$ cat src/rtl/vtm_pkg.sv
`default_nettype none

package vtm_pkg;

   // row geometry
   localparam int MAX_WIDTH = 2048;
   localparam int COL_W     = $clog2(MAX_WIDTH);
   localparam int WID_W     = $clog2(MAX_WIDTH + 1);
   localparam int DEPTH     = 2 * MAX_WIDTH;
   localparam int ADDR_W    = $clog2(DEPTH);

   // pixel format
   localparam int PIX_W     = 32;
   localparam int BYTE_W    = 8;
   localparam int NBYTES    = PIX_W / BYTE_W;

   // configuration port
   localparam int CSR_W     = 12;
   localparam int CSR_IDX_W = 2;
   localparam int MODE_W    = 3;
   localparam int PROG_W    = 9;

   localparam logic [CSR_IDX_W-1:0] CSR_MODE      = 2'd0;
   localparam logic [CSR_IDX_W-1:0] CSR_PROGRESS  = 2'd1;
   localparam logic [CSR_IDX_W-1:0] CSR_ROW_WIDTH = 2'd2;

   localparam logic [MODE_W-1:0] MODE_CUT      = 3'd0;
   localparam logic [MODE_W-1:0] MODE_DISSOLVE = 3'd1;
   localparam logic [MODE_W-1:0] MODE_WIPE     = 3'd2;
   localparam logic [MODE_W-1:0] MODE_PUSH     = 3'd3;
   localparam logic [MODE_W-1:0] MODE_SLIDE    = 3'd4;

   localparam logic [PROG_W-1:0] PROG_FULL = 9'd256;
   localparam logic [PROG_W-1:0] PROG_HALF = 9'd128;

   localparam int RESET_WIDTH = (2048 > MAX_WIDTH) ? MAX_WIDTH : 2048;

   // settled configuration, with the wipe boundary worked out at write time
   typedef struct packed {
      logic [MODE_W-1:0] mode;
      logic [PROG_W-1:0] prog;
      logic [WID_W-1:0]  width;
      logic [WID_W-1:0]  bnd;
      logic [WID_W-1:0]  start;
   } cfg_type;

   // per item selection carried from address stage to mix stage
   typedef struct packed {
      logic blend;
      logic sel_b;
      logic last;
   } mix_ctl_type;

endpackage

`default_nettype wire

$ cat src/rtl/vtm_csr.sv
`default_nettype none

module vtm_csr import vtm_pkg::*; (
   input  wire logic                 clock,
   input  wire logic                 reset,
   input  wire logic                 csr_write,
   input  wire logic [CSR_IDX_W-1:0] csr_index,
   input  wire logic [CSR_W-1:0]     csr_data,
   output cfg_type                   cfg
);

   cfg_type                   cfg_ff, cfg_in;
   logic [MODE_W-1:0]         mode_nx;
   logic [PROG_W-1:0]         prog_nx;
   logic [WID_W-1:0]          width_nx;
   logic [WID_W+PROG_W-1:0]   prod;

   always_comb begin
      mode_nx  = cfg_ff.mode;
      prog_nx  = cfg_ff.prog;
      width_nx = cfg_ff.width;
      if (csr_write) begin
         case (csr_index)
            CSR_MODE: begin
               mode_nx = csr_data[MODE_W-1:0];
            end
            CSR_PROGRESS: begin
               // saturate at full
               prog_nx = (csr_data[PROG_W-1:0] > PROG_FULL) ? PROG_FULL
                                                            : csr_data[PROG_W-1:0];
            end
            CSR_ROW_WIDTH: begin
               if (csr_data == '0) begin
                  width_nx = WID_W'(1);
               end else if (32'(csr_data) > 32'(MAX_WIDTH)) begin
                  width_nx = WID_W'(MAX_WIDTH);
               end else begin
                  width_nx = WID_W'(csr_data);
               end
            end
            default: begin
            end
         endcase
      end
      prod         = (WID_W+PROG_W)'(width_nx) * (WID_W+PROG_W)'(prog_nx);
      cfg_in.mode  = mode_nx;
      cfg_in.prog  = prog_nx;
      cfg_in.width = width_nx;
      cfg_in.bnd   = prod[WID_W+BYTE_W-1:BYTE_W];
      cfg_in.start = width_nx - prod[WID_W+BYTE_W-1:BYTE_W];
   end

   always_ff @(posedge clock) begin
      if (reset) begin
         cfg_ff.mode  <= MODE_CUT;
         cfg_ff.prog  <= '0;
         cfg_ff.width <= WID_W'(RESET_WIDTH);
         cfg_ff.bnd   <= '0;
         cfg_ff.start <= WID_W'(RESET_WIDTH);
      end else begin
         cfg_ff <= cfg_in;
      end
   end

   assign cfg = cfg_ff;

endmodule

`default_nettype wire

$ cat config.mk
export PLATFORM = sky130hd
export DESIGN_NAME = vtm_csr
export DESIGN_NICKNAME = d
export VERILOG_FILES = /design/src/rtl/vtm_pkg.sv /design/src/rtl/vtm_csr.sv
export SDC_FILE = /design/constraint.sdc
export NUM_CORES = 1
export LEC_CHECK = 0
export BUFFER_PORTS_ARGS = -buffer_cell sky130_fd_sc_hd__buf_4
export CAP_MARGIN = 40
export CORE_UTILIZATION = 50
export CTS_CLUSTER_DIAMETER = 200
export DETAILED_ROUTE_END_ITERATION = 16
export PLACE_DENSITY = 0.69
export SYNTH_ARGS = -nofsm -noshare
export SYNTH_HDL_FRONTEND = slang
export SYNTH_SLANG_ARGS = --single-unit
$ cat constraint.sdc
create_clock -name clock -period 11.6 [get_ports clock]
set_clock_uncertainty 0.15 [all_clocks]
set_input_delay 1.74 -clock clock [delete_from_list [all_inputs] [get_ports clock]]
set_output_delay 1.74 -clock clock [all_outputs]
set_load 0.005 [all_outputs]
**Yosys cells after proc, flatten, opt, wreduce, memory -nomap -nowiden**

Cells that the tools add are included.

- Logic and storage cells: 21
- Input port bits: 17
- Output and inout port bits: 48
- Register bits: 48

- Multiplexer cells: 7
- Reduce and logical (&&, ||, !) cells: 3
- Equal/unequal tests: 2
- Order comparisons: 2
- Multipliers: 1
- $add $sub $neg: 1

Operator list:

| cell | count |
|---|---|
| 12-bit two-way mux | 4 |
| 9-bit two-way mux | 3 |
| 12-bit by 9-bit multiplier with 20-bit output | 1 |
| 12-bit > comparator (second input constant) | 1 |
| 12-bit logical NOT | 1 |
| 12-bit subtractor | 1 |
| 9-bit > comparator (second input constant) | 1 |
| 2-bit by 1-bit == test with 1-bit output (second input constant) | 1 |
| 2-bit == test (second input constant) | 1 |
| 2-bit logical NOT | 1 |
| 2-bit AND reduction | 1 |

**Longest topological paths before layout**

Gate-level depths: netlist (run 1).

- Word-level depth: 7
- Mapped depth: 34
- Depth with buffers taken out: 32

**Worst setup path after synthesis (run 1)**

No wires, ideal clock.

- Path type: input port to flip-flop
- From: input csr_index[0]
- To: register cfg_ff (netlist bit cfg[11])
- Setup slack: 2901 ps
- Library setup time: 117 ps
- Path buffers: 2
- Cell stages on the path: 31
- Data arrival time: 8432 ps
- Required time: 11333 ps
- Cell sequence: nand3b_1 > clkbuf_1 > clkbuf_1 > a22oi_1 > or2_2 > fa_1 > fa_1 > inv_1 > fa_1 > inv_1 > fa_1 > inv_1 > ha_1 > a211oi_1 > o21ai_0 > a21oi_1 > o31a_1 > nor2_1 > o21ai_0 > nand2b_1 > xnor2_1 > ha_1 > nor3_1 > nand3_1 > a31oi_1 > o21bai_1 > maj3_1 > o21bai_1 > a31oi_1 > xor2_1 > nand2b_1

- Longest elaborated chain between the ends: 5
- Elaborated cells between the ends (all ways): 8
- Those cells by class: add/sub: 1; mul: 1; eq/ne: 2; mux: 4

Ends and longest elaborated chain:

| element | line | RTL |
|---|---|---|
| start, declared | vtm_csr.sv:7 | `input wire logic [CSR_IDX_W-1:0] csr_index,` |
| 2-bit == test or 2-bit by 1-bit == test with 1-bit output (tied branches) | vtm_csr.sv:23 | `case (csr_index)` |
| 12-bit two-way mux or 9-bit two-way mux (tied branches) | vtm_csr.sv:23 |  |
| 12-bit two-way mux or 9-bit two-way mux (tied branches) | vtm_csr.sv:22 | `if (csr_write) begin` |
| 12-bit by 9-bit multiplier with 20-bit output | vtm_csr.sv:45 | `prod = (WID_W+PROG_W)'(width_nx) * (WID_W+PROG_W)'(prog_nx);` |
| 12-bit subtractor * | vtm_csr.sv:50 | `cfg_in.start = width_nx - prod[WID_W+BYTE_W-1:BYTE_W];` |
| end signal, assigned | vtm_csr.sv:61 | `cfg_ff <= cfg_in;` |
| end, declared | vtm_csr.sv:12 | `cfg_type cfg_ff, cfg_in;` |

Every way passes the cells marked *; elsewhere a longest branch is shown, timed or not.
A chain may end at the register's enable or synchronous reset.

**Worst setup path in the final report (run 1)**

Ends and elaborated chain as after synthesis.

==> results of run 1 <==
[cell usage after synthesis, drive strengths merged (6+ instances only)]
cell,number,area [um2]
nor3,7,35.03
xnor2,16,147.7
nand2,60,225.2
a21oi,17,85.08
nor3b,6,45.04
nor2b,11,68.82
nor2,112,420.4
dfxtp,48,960.9
mux2i,7,70.07
clkbuf,15,56.30
ha,44,550.5
fa,70,1401
or2,7,43.80
xor2,8,70.07
o21a,12,90.09
inv,88,330.3
nand2b,18,112.6
o21ai,11,55.05
[worst paths after layout]
check / end / start / cells past startpoint / slack (ns)
max reg2reg: cfg[11]$_SDFF_PP1_ / cfg[24]$_SDFF_PP0_ / 28 / 4.42
min: cfg[46]$_SDFFE_PP0P_ / cfg[46]$_SDFFE_PP0P_ / 2 / 0.36
max: cfg[11]$_SDFF_PP1_ / csr_index[0] / 30 / 2.16
min reg2reg: cfg[46]$_SDFFE_PP0P_ / cfg[46]$_SDFFE_PP0P_ / 2 / 0.36
[worst max-delay path: cells and delay by family]
kind,cells,cell delay [ns]
AO/OA/AOI/OAI,10,2.42
adder cells (fa/ha/maj),7,3.13
AND/OR/NAND/NOR,7,1.51
buffers and inverters,4,0.27
XOR/XNOR,2,0.43
[cell families (layout without fill, tap and decap cells)]
family,Yosys count,in the layout,share of synthesized area [%]
XOR/XNOR,24,24,4.241
buffers and inverters,106,165,7.775
flip-flops,48,48,18.72
AO/OA/AOI/OAI,64,64,8.262
multiplexers,10,10,2.096
adder cells (fa/ha/maj),115,115,38.22
AND/OR/NAND/NOR,238,238,20.69
[routing by layer]
metal  vias up  track usage, %  share of wire, %
met2       107           45.54                51
li1       2016               -                 -
met5         -               0                 0
met4         0           5.742               1.5
met3        18           3.965               4.8
met1      2082           31.58                43
[power groups by stage]
stage | logic (uW) | registers, uW | clock network (uW)
after floorplan | 64.7 | 184 | 0
after global placement | 102 | 183 | 0
after detailed placement | 103 | 183 | 0
after CTS | 104 | 179 | 127
after global routing | 117 | 180 | 132
final | 104 | 179 | 127
[per-stage QoR]
step	utilization [%]	cell area [um2]	power, uW	cells
floorplan	-	5134	248.3	605
global placement	58.05	5727	285.1	786
detailed placement	58.13	5734	285.7	787
CTS	59.26	5846	409.7	795
global route	59.41	5861	429.2	797
finish	59.41	5861	409.3	797
[placed cells by master, fill, tap and decap left out, types with 3 or more instances in the layout]
| cell type | netlist | layout |
|---|---|---|
| inv_1 | 87 | 87 |
| xnor2_1 | 15 | 15 |
| nor3b_1 | 6 | 6 |
| nand2b_1 | 18 | 18 |
| nand2_1 | 60 | 60 |
| ha_1 | 44 | 44 |
| nor2_1 | 112 | 112 |
| xor2_1 | 8 | 8 |
| fa_1 | 70 | 70 |
| o21ai_0 | 7 | 7 |
| buf_4 | 0 | 69 |
| o21a_1 | 12 | 12 |
| clkbuf_8 | 0 | 5 |
| nor2b_1 | 11 | 11 |
| o211ai_1 | 3 | 3 |
| nand3_1 | 5 | 5 |
| nor3_1 | 7 | 7 |
| o21ai_1 | 4 | 4 |
| or2_2 | 6 | 6 |
| a21o_1 | 4 | 4 |
| a21oi_1 | 17 | 17 |
| dfxtp_1 | 48 | 48 |
| a22oi_1 | 3 | 3 |
| nor4_1 | 4 | 4 |
| mux2i_1 | 7 | 7 |
[final cells by class]
class	instances	area, um2
sequential	48	960.9
inverter	88	330.3
fill	923	4004
timing repair buffer	69	518.0
clock inverter	3	42.54
clock buffer	5	68.82
tap	133	166.4
multi-input combinational	451	3774
==> results.ini, run 1 <==
[clocking]
clk_pin_slew_ns=0.10
cts_max_level=2
post_cts_resized=0
clock_sinks=48
clock_path_buffers=2
cts_hold_buf=0
post-cts-setup-buffer-count=0
cts_root_buffer=clkbuf_8
cts_tree=built
clock_latency_ns=0.32
cts_made_buffers=5

[yosys]
synthCells=605
ys_warn_count=0
avgSynthCellArea_um2=8.485
ys_async_sr_fraction_pct=0
synth_area_um2=5134
synth-edff-count=0
synth.distinct_cells=48
syn_nets=736
ys.flop_type=dfxtp_1
ys_ff_latch=48
yosysSeqAreaShare_pct=18.72

[detailed_routing]
vias=4223
drc=0
drt_iter0_markers=185
routedWlPerCell_um=15.22
firstDrtPassIters=5
ant_nets=0
wirelength_um=12130
viasPerCell=5.299

[floorplanning]
coreArea_um2=9864
num_rows=36
die_height_um=103.3
initial_core_util_pct=52.04
io_pins=65
dieArea_um2=10680
die_width_um=103.3

[pwr]
swShare_pct=30.12
leakage_uw=0.002976
comb_power_share_pct=25.3
p_int_uw=286.1
ir_drop_uv=38.20
p_per_area_nw_per_um2=69.85
clkPwrFrac_pct=30.9
switchingPower_uw=123.3
seqPwrFrac_pct=43.7

[critical_path]
cp.required_ns=11.66
max_stage_delay_ns=0.63
cp_max_fo=23
path_common_cell=fa_1
arrival_ns=9.50
end_kind=flip-flop
crit_slowest_cell=nand3b_1
criticalPathCategory=in -> reg
critPathLaunchType=input pin

[timing]
period_share_pct=81.41
rsz0062_at_grt=false
hold_ws_ns=0.3620
fin_setup_tns_ns=0
fin_ws_ns=2.156
final-max-slew-violation-count=0
relSlewSlack_pct=36.83
setup_viol=0
hold_viol_final=0
max_freq_mhz=105.9
finalCriticalPeriod_ns=9.444
worst_pin_slew_ns=0.9413

[place]
hpwlAfterDp_um=9702
gp_congestion=0.9579
post-place-ws_ns=1.898
port-buffer-count=64

[status]
run_status=completed

[layout]
nets=794
layout-drive-gt1-share_pct=13.70
synthToLayoutAreaGrowth_pct=14.16
diodes=0
largest_reg_flops=48

[global_route]
grt_pass1_wl_um=20240
grt_pass1_vias=4288
grt_usage_pct=25.16
antenna_found_initial=0
overflow=0
grt_max_degree=49

[job]
maxCapViolations=0

[worst_hold_path]
hold_path.class=reg -> reg

Note: power is estimated with default switching activity, not from simulation.
==> run 2, diff against run 1 <==
- clock period: 11.6 -> 8.91 ns (I/O delays scaled with it)
==> run 2 against run 1 <==
Net effect: sequential power rose by 30%; count of clock-buffer cells in the layout rose by 3; total power rose by 25%; first-iteration DRC count rose by 10%; via count rose by 1.4%; worst hold slack improved by 0.0066 ns; critical endpoint unchanged; clock power rose by 6%.
==> results.ini, run 2 (synthesis results as in run 1) <==
[critical_path]
criticalPathCategory=in -> reg  ; unchanged
reg2reg_depth=29  ; was 28
arrival_ns=8.34  ; was 9.50 ns
cp_max_fo=12  ; was 23
max_stage_delay_ns=0.55  ; was 0.63 ns
cp.required_ns=8.96  ; was 11.66 ns
critPathLaunchType=input pin  ; unchanged
path_common_cell=fa_1  ; unchanged
crit_slowest_cell=fa_1  ; was nand3b_1
end_kind=flip-flop  ; unchanged

[detailed_routing]
viasPerCell=5.256  ; was 5.299
drt_iter0_markers=204  ; was 185
vias=4284  ; was 4223
wirelength_um=12210  ; was 12130 um
ant_nets=0  ; unchanged
routedWlPerCell_um=14.99  ; was 15.22 um
firstDrtPassIters=5  ; unchanged
drc=0  ; unchanged

[job]
maxCapViolations=0  ; unchanged

[layout]
layout-drive-gt1-share_pct=16.42  ; was 13.70%
largest_reg_flops=48  ; unchanged
final_cell_mix=112 x nor2_1, 87 x inv_1, 87 x buf_4  ; was 112 x nor2_1, 87 x inv_1, 70 x fa_1
final_common_cell=nor2_1  ; unchanged
synthToLayoutAreaGrowth_pct=16.82  ; was 14.16%
final_cells=815  ; was 797
diodes=0  ; unchanged
nets=812  ; was 794
nFillCells=880  ; was 923

[clocking]
clk_pin_slew_ns=0.09  ; was 0.10 ns
cts_made_buffers=5  ; unchanged
cts_root_buffer=clkbuf_8  ; unchanged
cts_hold_buf=0  ; unchanged
cts_max_level=2  ; unchanged
clock_latency_ns=0.30  ; was 0.32 ns
clock_path_buffers=2  ; unchanged
clock_sinks=48  ; unchanged
cts_tree=built  ; unchanged

[global_route]
grt_pass1_vias=4419  ; was 4288
overflow=0  ; unchanged
antenna_found_initial=0  ; unchanged
grt_max_degree=49  ; unchanged
grt_usage_pct=26.12  ; was 25.16%
grt_pass1_wl_um=21230  ; was 20240 um

[place]
gp_congestion=0.9338  ; was 0.9579
port-buffer-count=64  ; unchanged
dp.cells=804  ; was 787
hpwlAfterDp_um=9971  ; was 9702 um

[timing]
fin_setup_tns_ns=0  ; unchanged
max_freq_mhz=120.6
hold_viol_final=0  ; unchanged
rsz0062_at_grt=false  ; unchanged
setup_viol=0  ; unchanged
worst_pin_slew_ns=0.6822  ; was 0.9413 ns
finalCriticalPeriod_ns=8.294
relSlewSlack_pct=53.22  ; was 36.83%
period_share_pct=93.09
final-max-slew-violation-count=0  ; unchanged

[worst_hold_path]
hold_path.class=reg -> reg  ; unchanged
holdPathStages=2  ; unchanged

[floorplanning]
dieArea_um2=10680  ; unchanged
coreArea_um2=9864  ; unchanged
io_pins=65  ; unchanged
initial_core_util_pct=52.04  ; unchanged
die_width_um=103.3  ; unchanged
num_rows=36  ; unchanged
die_height_um=103.3  ; unchanged

[pwr]
clkPwrFrac_pct=26.2  ; was 30.9%
comb_power_share_pct=28.2  ; was 25.3%
switchingPower_uw=152.1  ; was 123.3 uW
p_per_area_nw_per_um2=85.20  ; was 69.85 nW/um2
leakage_uw=0.003053  ; was 0.002976 uW
swShare_pct=29.78  ; was 30.12%
seqPwrFrac_pct=45.6  ; was 43.7%
p_int_uw=358.8  ; was 286.1 uW
ir_drop_uv=52.74  ; was 38.20 uV

[status]
run_status=completed  ; unchanged

## run 2: cell types whose count changed in the layout (fill, tap and decap cells not counted), sizes merged
cell      delta
buf         +18
clkbuf       +3
bufinv       -1
clkinv       -1
clkinvlp     -1
## run 2: worst paths after layout
check                       startpoint              endpoint  slack [ns]
setup / recovery           csr_data[8]    cfg[11]$_SDFF_PP1_        0.62
hold / removal    cfg[47]$_SDFFE_PP0P_  cfg[47]$_SDFFE_PP0P_        0.37
setup reg to reg    cfg[24]$_SDFF_PP0_    cfg[11]$_SDFF_PP1_        2.01
hold reg to reg   cfg[47]$_SDFFE_PP0P_  cfg[47]$_SDFFE_PP0P_        0.37
## run 2: cell type report
type	count	area, um2	area share [%]
flip-flops and latches	48	960.9	16.02
well taps	133	166.4	2.775
inverters	88	330.3	5.508
repair buffers	87	653.1	10.89
multi-input cells	451	3796	63.30
clock buffers	8	90.09	1.502
## run 2: routing by layer
| metal | GRT usage [%] | up-vias | wire (um) |
|---|---|---|---|
| li1 | - | 2060 | - |
| met1 | 34.35 | 2092 | 5356 |
| met2 | 44.67 | 107 | 6054 |
| met3 | 3.696 | 25 | 563 |
| met4 | 8.234 | 0 | 239 |
| met5 | 0 | - | 0 |
## run 2: critical path: cells and delay by family
kind | cells | cell delay, ns
adders and majority gates | 7 | 3.03
AOI/OAI and AO/OA | 11 | 1.99
and+or+nand+nor | 8 | 1.32
xor gates and xnor gates | 2 | 0.32
buffers and inverters | 4 | 0.31
## run 2: what timing repair did
item                                    CTS  global route
endpoints found under the setup margin    0             2
gates resized for setup                   0             7
buffers inserted                          0             3
## run 2: through the flow
stage	total power, uW	cell area, um2	hold WS (ns)	util (%)	setup slack, ns
global route	543.3	5997	0.3995	60.79	0.01186
CTS	511.5	5952	0.3715	60.34	0.3538
finish	510.9	5997	0.3686	60.79	0.6160
global placement	377.8	5862	0.3376	59.42	0.3341
detailed placement	379.6	5862	0.3507	59.42	0.05127
floorplan	323.2	5134	0.3350	-	0.6148
## run 2: power groups by stage
stage	clock network [uW]	registers (uW)	logic [uW]
6_report	134	233	144
2_1_floorplan	0	239	84.2
4_1_cts	136	233	142
5_1_grt	146	234	163
3_5_place_dp	0	238	142
3_3_place_gp	0	238	140
==> run 3, diff against run 2 <==
- CTS_CLUSTER_SIZE: unset -> 28
- REMOVE_ABC_BUFFERS: unset -> 1
==> run 3 against run 2 <==
Net effect: combinational power grew 4%; first-iteration DRC count shrank 6.4%; highest routed layer unchanged; sequential cell count is the same.
==> results.ini, run 3 (synthesis results as in run 1) <==
[detailed_routing]
drc=0  ; unchanged
routedWlPerCell_um=17.49  ; was 14.99 um
drt_iter0_markers=191  ; was 204
wirelength_um=14320  ; was 12210 um
viasPerCell=5.325  ; was 5.256
ant_nets=0  ; unchanged
firstDrtPassIters=4  ; was 5
vias=4361  ; was 4284

[timing]
period_share_pct=94.87  ; was 93.09%
rsz0062_at_grt=false  ; unchanged
fin_setup_tns_ns=0  ; unchanged
fin_ws_ns=0.4572  ; was 0.6160 ns
hold_viol_final=0  ; unchanged
setup_viol=0  ; unchanged
final-max-slew-violation-count=0  ; unchanged
max_freq_mhz=118.3  ; was 120.6 MHz
finalCriticalPeriod_ns=8.453  ; was 8.294 ns
relSlewSlack_pct=58.40  ; was 53.22%
worst_pin_slew_ns=0.6182  ; was 0.6822 ns

[layout]
final_cell_mix=112 x nor2_1, 91 x buf_4, 86 x inv_1  ; was 112 x nor2_1, 87 x inv_1, 87 x buf_4
multi_input_area_um2=3785  ; was 3796 um2
largest_reg_flops=48  ; unchanged
final_common_cell=nor2_1  ; unchanged
diodes=0  ; unchanged
layout-drive-gt1-share_pct=17.06  ; was 16.42%
nFillCells=879  ; was 880
utilization_pct=61.35  ; was 60.79%
ff_latch_area_um2=960.9  ; unchanged
nets=816  ; was 812
final_cells=819  ; was 815
synthToLayoutAreaGrowth_pct=17.89  ; was 16.82%

[place]
port-buffer-count=64  ; unchanged
post-place-ws_ns=0.07822  ; was 0.05127 ns
hpwlAfterDp_um=11990  ; was 9971 um
gp_congestion=0.9215  ; was 0.9338
dp.cells=807  ; was 804

[global_route]
antenna_found_initial=0  ; unchanged
grt_pass1_vias=4601  ; was 4419
overflow=0  ; unchanged
grt_max_degree=49  ; unchanged
grt_pass1_wl_um=22970  ; was 21230 um
grt_usage_pct=29.03  ; was 26.12%

[floorplanning]
io_pins=65  ; unchanged
dieArea_um2=10680  ; unchanged
coreArea_um2=9864  ; unchanged
die_width_um=103.3  ; unchanged
initial_core_util_pct=52.04  ; unchanged
die_height_um=103.3  ; unchanged
num_rows=36  ; unchanged

[critical_path]
cp.required_ns=8.95  ; was 8.96 ns
crit_slowest_cell=fa_1  ; unchanged
arrival_ns=8.50  ; was 8.34 ns
max_stage_delay_ns=0.55  ; about the same
cp_max_fo=12  ; unchanged
criticalPathCategory=in -> reg  ; unchanged
end_kind=flip-flop  ; unchanged
path_common_cell=fa_1  ; unchanged
critPathLaunchType=input pin  ; unchanged

[clocking]
clk_pin_slew_ns=0.09  ; about the same
clock_path_buffers=2  ; unchanged
cts_tree=built  ; unchanged
clock_latency_ns=0.30  ; about the same
cts_root_buffer=clkbuf_8  ; unchanged
cts_hold_buf=0  ; unchanged
cts_max_level=2  ; unchanged
cts_made_buffers=5  ; unchanged
clock_sinks=48  ; unchanged

[pwr]
p_per_area_nw_per_um2=91.81  ; was 85.20 nW/um2
leakage_uw=0.003087  ; was 0.003053 uW
ir_drop_uv=83.65  ; was 52.74 uV

[job]
maxCapViolations=0  ; unchanged

[worst_hold_path]
hold_path.class=reg -> reg  ; unchanged

[status]
run_status=completed  ; unchanged

[run 3: cell type report]
cell class / count / share of cell area, %
tap: 133 / 2.750
sequential: 48 / 15.88
clock inverter: 1 / 0.4962
clock buffer: 7 / 1.592
inverter: 88 / 5.458
multi-input combinational: 451 / 62.54
timing repair buffer: 91 / 11.29
[run 3: power by group]
part           internal (uW)  switching (uW)
clock                   99.1            73.0
combinational           68.0            82.3
sequential               228            5.12
total                    395             160
[run 3: critical path, delay by kind of cell]
| kind | cells | cell delay [ns] |
|---|---|---|
| compound gates | 11 | 2.15 |
| simple gates | 8 | 1.33 |
| buf+inv | 4 | 0.31 |
| fa+ha+maj | 7 | 3.07 |
| xor+xnor | 2 | 0.31 |
[run 3: worst paths after layout]
kind                         from              endpoint  slack [ns]  depth (start not counted)
max                   csr_data[8]    cfg[11]$_SDFF_PP1_        0.46                         32
max reg2reg    cfg[24]$_SDFF_PP0_    cfg[11]$_SDFF_PP1_        1.91                         29
min reg2reg  cfg[45]$_SDFFE_PP0P_  cfg[45]$_SDFFE_PP0P_        0.37                          2
min          cfg[45]$_SDFFE_PP0P_  cfg[45]$_SDFFE_PP0P_        0.37                          2
[run 3: routing by layer]
metal	wire length, um	GRT usage [%]
met1	5811	37.34
met2	7185	50.10
met3	899	4.099
met4	427	10.18
met5	0	0
[run 3: timing repair]
item / CTS / global route
resized for setup: 0 / 5
setup endpoints to repair: 0 / 1
buffers inserted: 0 / 4
endpoints found under the hold margin: 0 / 0
[run 3: stage by stage]
step | power, uW | cell area (um2) | hold slack, ns
2_1_floorplan | 319.1 | 5065 | 0.3350
3_3_place_gp | 384.1 | 5884 | 0.3294
3_5_place_dp | 386.6 | 5884 | 0.3524
4_1_cts | 555.4 | 6011 | 0.3730
5_1_grt | 584.9 | 6052 | 0.4021
6_report | 555.6 | 6052 | 0.3736
